--- config.mk ---
export PLATFORM = sky130hd
export DESIGN_NAME = ppi_cell
export DESIGN_NICKNAME = d
export VERILOG_FILES = /design/src/hw/rtl/ppi_pkg.sv /design/src/hw/rtl/ppi_cell.sv
export SDC_FILE = /design/constraint.sdc
export NUM_CORES = 1
export LEC_CHECK = 0
export ABC_AREA = 1
export BUFFER_PORTS_ARGS = -buffer_cell sky130_fd_sc_hd__buf_2
export CORE_ASPECT_RATIO = 1.2
export CORE_MARGIN = 2
export CORE_UTILIZATION = 45
export DETAILED_ROUTE_END_ITERATION = 12
export PLACE_DENSITY_LB_ADDON = 0.2
export SETUP_SLACK_MARGIN = 0.15
export SYNTH_ARGS = -nofsm -noshare
export SYNTH_HDL_FRONTEND = slang
export SYNTH_SLANG_ARGS = --single-unit
--- constraint.sdc ---
create_clock -name i_clk -period 8.1 [get_ports i_clk]
set_clock_uncertainty 0.05 [all_clocks]
set_input_delay 1.215 -clock i_clk [delete_from_list [all_inputs] [get_ports i_clk]]
set_output_delay 1.215 -clock i_clk [all_outputs]
set_load 0.005 [all_outputs]
--- src/hw/rtl/ppi_pkg.sv ---
// Shared types, codes and default sizes for the point-in-polygon block.
`timescale 1ns / 1ps

package ppi_pkg;

    localparam int MAX_VERTICES_DEF = 64;
    localparam int COORD_BITS_DEF   = 32;

    localparam int FUNC_W   = 2;
    localparam int VIDX_W   = 6;
    localparam int VCOUNT_W = 7;
    localparam int ADDR_W   = 3;
    localparam int DATA_W   = 32;

    localparam logic [FUNC_W-1:0] FUNC_WRITE = 2'd0;
    localparam logic [FUNC_W-1:0] FUNC_TEST  = 2'd1;
    localparam logic [FUNC_W-1:0] FUNC_BOX   = 2'd2;
    localparam logic [FUNC_W-1:0] FUNC_NONE  = 2'd3;

    // word index of each register (byte address bits above the word offset)
    localparam logic [ADDR_W-3:0] REG_VCOUNT = 1'b0;

    typedef enum logic [1:0] {
        ST_IDLE,
        ST_RUN,
        ST_DRAIN,
        ST_DONE
    } t_state;

    typedef struct packed {
        logic              shift;
        logic              wr;
        logic [VIDX_W-1:0] wr_idx;
    } t_cell_ctl;

    typedef struct packed {
        logic clr;
        logic feed;
    } t_edge_ctl;

endpackage

--- src/hw/rtl/ppi_cell.sv ---
// One vertex slot of the circular vertex chain.
`timescale 1ns / 1ps

module ppi_cell #(
    parameter int COORD_BITS = ppi_pkg::COORD_BITS_DEF,
    parameter int INDEX      = 0
) (
    input  logic                         i_clk,
    input  ppi_pkg::t_cell_ctl           i_ctl,
    input  logic signed [COORD_BITS-1:0] i_wr_x,
    input  logic signed [COORD_BITS-1:0] i_wr_y,
    input  logic signed [COORD_BITS-1:0] i_nb_x,
    input  logic signed [COORD_BITS-1:0] i_nb_y,
    output logic signed [COORD_BITS-1:0] o_x,
    output logic signed [COORD_BITS-1:0] o_y
);

    logic signed [COORD_BITS-1:0] r_x;
    logic signed [COORD_BITS-1:0] r_y;
    logic                         w_hit;

    assign w_hit = i_ctl.wr && (32'(i_ctl.wr_idx) == INDEX);

    always_ff @(posedge i_clk) begin
        if (w_hit) begin
            r_x <= i_wr_x;
            r_y <= i_wr_y;
        end else if (i_ctl.shift) begin
            // take the neighbor's vertex, the ring rotates by one slot
            r_x <= i_nb_x;
            r_y <= i_nb_y;
        end
    end

    assign o_x = r_x;
    assign o_y = r_y;

endmodule

* Yosys cells after proc, flatten, opt, wreduce, memory -nomap -nowiden
Index checks and enable logic that the tools add are counted.
** Word-level totals
- Flip-flop bits (word level) :: 64
- Bits of input ports :: 137
- Word-level logic and storage cells :: 9
** Operators by class
- Mux-type cells :: 4
- Reduce and logical (&&, ||, !) cells :: 3
** Operators by type and width (number)
- two-way mux 32 bit :: 4
- zero test 6 bit :: 1
- nonzero test 2 bit :: 1
- logical AND 1 bit :: 1

* Longest topological paths before layout
- Word-level depth :: 3
- Mapped depth :: 8

* Least setup slack after synthesis
OpenSTA, ideal clock, no wires.
- Path kind :: input to register
- Start :: input port i_ctl[1] in the netlist's numbering
- End :: register r_x[0] (netlist: o_x[0]) (enable)
- Cell stages on the path :: 7
- Data arrival time :: 3159 ps
- Buffers on the path :: 2
- Setup slack :: 4467 ps
- Setup time :: 424 ps
- Required time :: 7626 ps
- Cells stage by stage :: inv_1 -> nand2_1 -> nor2_1 -> nand2_1 -> buf_4 -> buf_6 -> nand2_1
** On the way
- Longest elaborated chain between the ends :: 3
** Ends and longest elaborated chain
- start: declaration :: RTL line ppi_cell.sv:9 : input ppi_pkg::t_cell_ctl i_ctl,
- zero test 6 bit :: RTL line ppi_cell.sv:22 : assign w_hit = i_ctl.wr && (32'(i_ctl.wr_idx) == INDEX);
- logical AND 1 bit :: RTL line ppi_cell.sv:22
- nonzero test 2 bit (no source line)
- end signal: assignment :: RTL line ppi_cell.sv:26 : r_x <= i_wr_x;
- end signal: assignment :: RTL line ppi_cell.sv:30 : r_x <= i_nb_x;
- end: declaration :: RTL line ppi_cell.sv:18 : logic signed [COORD_BITS-1:0] r_x;
No other way between the ends.
A chain may end at the register's enable or synchronous reset.

* Worst setup path after layout
- Start :: input port i_ctl[0] in the netlist's numbering
- End :: register r_x[26] (netlist: o_x[26]) (enable)
The elaborated chain is that of the path after synthesis.

==> results.txt <==
----------------------------------------------------
[Run status]
  Run status ... finished clean

[Power]
  Total leakage power ... ~2.1 nW
  VDD IR max ... between 0.09 and 0.1 mV
  Sequential power share ... between 50% and 60%
  Power density over the cells ... about 170 nW/um^2
  Internal cell power ... approximately 0.00055 W
  Logic pwr share ... around 14%
  Clock share of power ... between 20% and 30%
  Switching pwr ... 0.0001589 W
  Switching share of total power ... around 22%

[Critical path]
  Most frequent cell on the critical path ... sky130_fd_sc_hd__buf_4
  Worst Setup Path Type ... in -> reg
  Crit path buf inv count ... 5
  Worst stage delay on the critical path ... a little over 600 ps
  Kind of cell adding the most delay to the critical path ... buffers and inverters
  Required time reported for the critical path endpoint ... roughly 8000 ps
  Startpoint type of the worst setup path ... primary input
  Critical Path End Type ... register
  Signal arrival time at the worst endpoint ... around 3700 ps
  Ordered list of cells on the worst path ... buf_2 > inv_1 > nand2_1 > nor2_4 > buf_4 > nand2_2 > buf_4 > nand2_2 > buf_4
  Highest-delay cell along the critical path ... sky130_fd_sc_hd__nand2_2
  Top fanout value on the critical path ... 65

[Timing]
  Final worst hold slack ... around 1100 ps
  Period utilization ... a little under half
  Normalized max-slew margin ... a little over half
  Final max-slew violation count ... 0
  Unrepaired setup endpoints after global routing ... false
  Fmax ... between 0.2 and 0.3 GHz
  Final critical delay including setup and external delays ... about 3700 ps
  Slew at the pin closest to its max-slew limit ... 691.5 ps
  Total of endpoints with negative setup slack in the final report ... 0
  Sum of negative setup slack ... 0 ps
  Final hold viol count ... 0

[Clock tree]
  Post-CTS Setup Inserts ... 0
  Quantity of hold-fixing buffers added after cts ... 0
  Clock tree from TritonCTS ... done
  H-Tree Depth ... 3
  Clock transition at the registers of the reported paths ... 70 ps
  Root Buffer ... sky130_fd_sc_hd__clkbuf_8
  Post_cts resized ... 0
  Num Clock Sinks ... 64
  Clk buf depth ... 2
  Clock buffers created by TritonCTS ... 9

[Synth]
  Number of flops mapped to enable cells by yosys ... 64
  Share of synthesized area occupied by flip-flops and latches ... ~65%
  Most used flip-flop cell after synthesis ... sky130_fd_sc_hd__edfxtp_1
  Cell variety after synth ... 8
  Synthesized instance count ... between 200 and 300
  Post-synth top area cell ... sky130_fd_sc_hd__edfxtp_1
  Count of warnings emitted by yosys ... 0
  Average cell area after synthesis ... 10.23 um^2
  Largest cells by area after synthesis ... sky130_fd_sc_hd__edfxtp_1 (65%), sky130_fd_sc_hd__nand2_1 (17%), sky130_fd_sc_hd__nand3_1 (11%)
  #FFs+latches synth ... 64
  Share of Yosys cell area claimed by the top area cell type ... 64.78%
  Asr flop ratio synth ... 0%
  Cell with the most instances after synthesis ... sky130_fd_sc_hd__nand2_1
  Area of the mapped netlist ... slightly below 3000 um^2
  Net count after synthesis ... between 400 and 500
  Post-synth top cells ... sky130_fd_sc_hd__nand2_1 (133), sky130_fd_sc_hd__edfxtp_1 (64), sky130_fd_sc_hd__nand3_1 (64)

[Route]
  Post-detailed-routing wire length ... around 7500 um
  Wire length the detailed router placed on met1 ... 2738 um
  Top layer reached by signal wires ... met4
  Number of vias in the routed layout ... around 2,700
  Routed wire per std cell ... 13.15 um
  Count of antenna-violating nets left after detailed routing ... 0
  Met3 routed WL ... between 600 and 700 um
  Vias/cell ... roughly 4.7
  Routed length on met2 ... 3926 um
  Total iterations of the first detailed-routing run ... 4
  1st-iter DRT viols ... ~130
  Final routed DRC violation total ... 0

[Global route]
  Maximum number of pins on one net before global-route repair ... between 60 and 70
  Remaining global-route overflow ... 0
  Overall fraction of global-route tracks in use ... 20.23%
  Via count of the first global-routing pass ... about 2,500
  Initial antenna violation count ... 0
  Global-route wire length before repair ... 11,130 um

[Placed design]
  Placed Cells ... between 500 and 600
  Detailed Place HPWL ... approximately 5400 um
  Routability cong. ... just over 0.8
  Number of buffer cells added on primary ports ... 200

[Cells and area]
  Share of final-layout standard cells stronger than drive strength 1 ... between 40 and 50%
  Layout Cells excl Fill ... between 500 and 600
  Total inserted antenna cells ... 0
  Synth-to-Final Area Change ... 37.20%
  Total number of nets in the final design ... between 600 and 700

[Die]
  Width of the die ... 78.12 um
  Boundary pin count ... approximately 200
  Area inside the core boundary ... 6406 um^2
  Site Rows ... 32
  Initial standard-cell utilization of the core ... between 40% and 50%
  Die Area ... a little over 7000 um^2
  Die span in y ... between 90 and 100 um

[Run]
  Max_cap viols ... 0

[Worst hold path]
  Path class of the lowest-slack min-delay path ... in -> reg

----------------------------------------------------
flip-flops by register name, summed over array words and instances, names as in the netlist:
register,count
o_x,32
o_y,32
worst paths after layout:
| kind | startpoint | end | cells after the start |
|---|---|---|---|
| worst max-delay path | i_ctl[0] | o_x[26] | 9 |
| worst min-delay path | i_nb_x[24] | o_x[24] | 3 |
power groups by stage:
stage	sequential (W)	clock [W]	combinational, W
3_5_place_dp	0.000409	0	0.0000965
5_1_grt	0.000404	0.000230	0.000106
4_1_cts	0.000403	0.000215	0.0000968
2_1_floorplan	0.000414	0	0.0000273
3_3_place_gp	0.000408	0	0.0000950
6_report	0.000402	0.000210	0.0000955
cell usage in the layout (no fill, tap or decap):
master,instances
sky130_fd_sc_hd__edfxtp_1,64
sky130_fd_sc_hd__clkbuf_1,2
sky130_fd_sc_hd__buf_2,200
sky130_fd_sc_hd__buf_4,4
sky130_fd_sc_hd__nand2_2,2
sky130_fd_sc_hd__inv_1,6
sky130_fd_sc_hd__nand2_1,131
sky130_fd_sc_hd__nor2_4,2
sky130_fd_sc_hd__clkbuf_8,9
sky130_fd_sc_hd__clkinv_2,2
sky130_fd_sc_hd__nand3_1,64
layer usage:
metal  GRT usage [%]  up-vias
met4           10.23        0
met3           4.971       16
met2           36.21      152
met5               0        -
met1           22.11     1183
li1                -     1360
tightest hold or removal path, cell delays in order:
cell                      delay [ps]
sky130_fd_sc_hd__buf_2            80
sky130_fd_sc_hd__nand2_1          40
sky130_fd_sc_hd__nand2_1          40
cells by family after synthesis:
logic type,count (synthesis),synth area share (%)
flip-flops,64,64.78
buffers and inverters,27,7.338
AND/OR/NAND/NOR,199,27.88
stage by stage:
step	worst slack, ps	util, %	instance area [um^2]	total power, W
final	4371	63.54	4070	0.0007077
after global routing	4076	63.54	4070	0.0007402
after CTS	4359	63.54	4070	0.0007148
after detailed placement	4012	61.33	3929	0.0005058
after global placement	4096	61.33	3929	0.0005028
after floorplan	4467	-	2967	0.0004418
final cells by class:
type | count | area (um^2)
Timing Repair Buffer | 204 | 1031
Clock buffer | 11 | 131.4
Tap cell | 85 | 106.4
Clock inverter | 2 | 10.01
Multi-Input combinational cell | 199 | 847.1
Sequential cell | 64 | 1922
Inverter | 6 | 22.52
Fill cell | 569 | 2336
(Power assumes the default switching activity.)
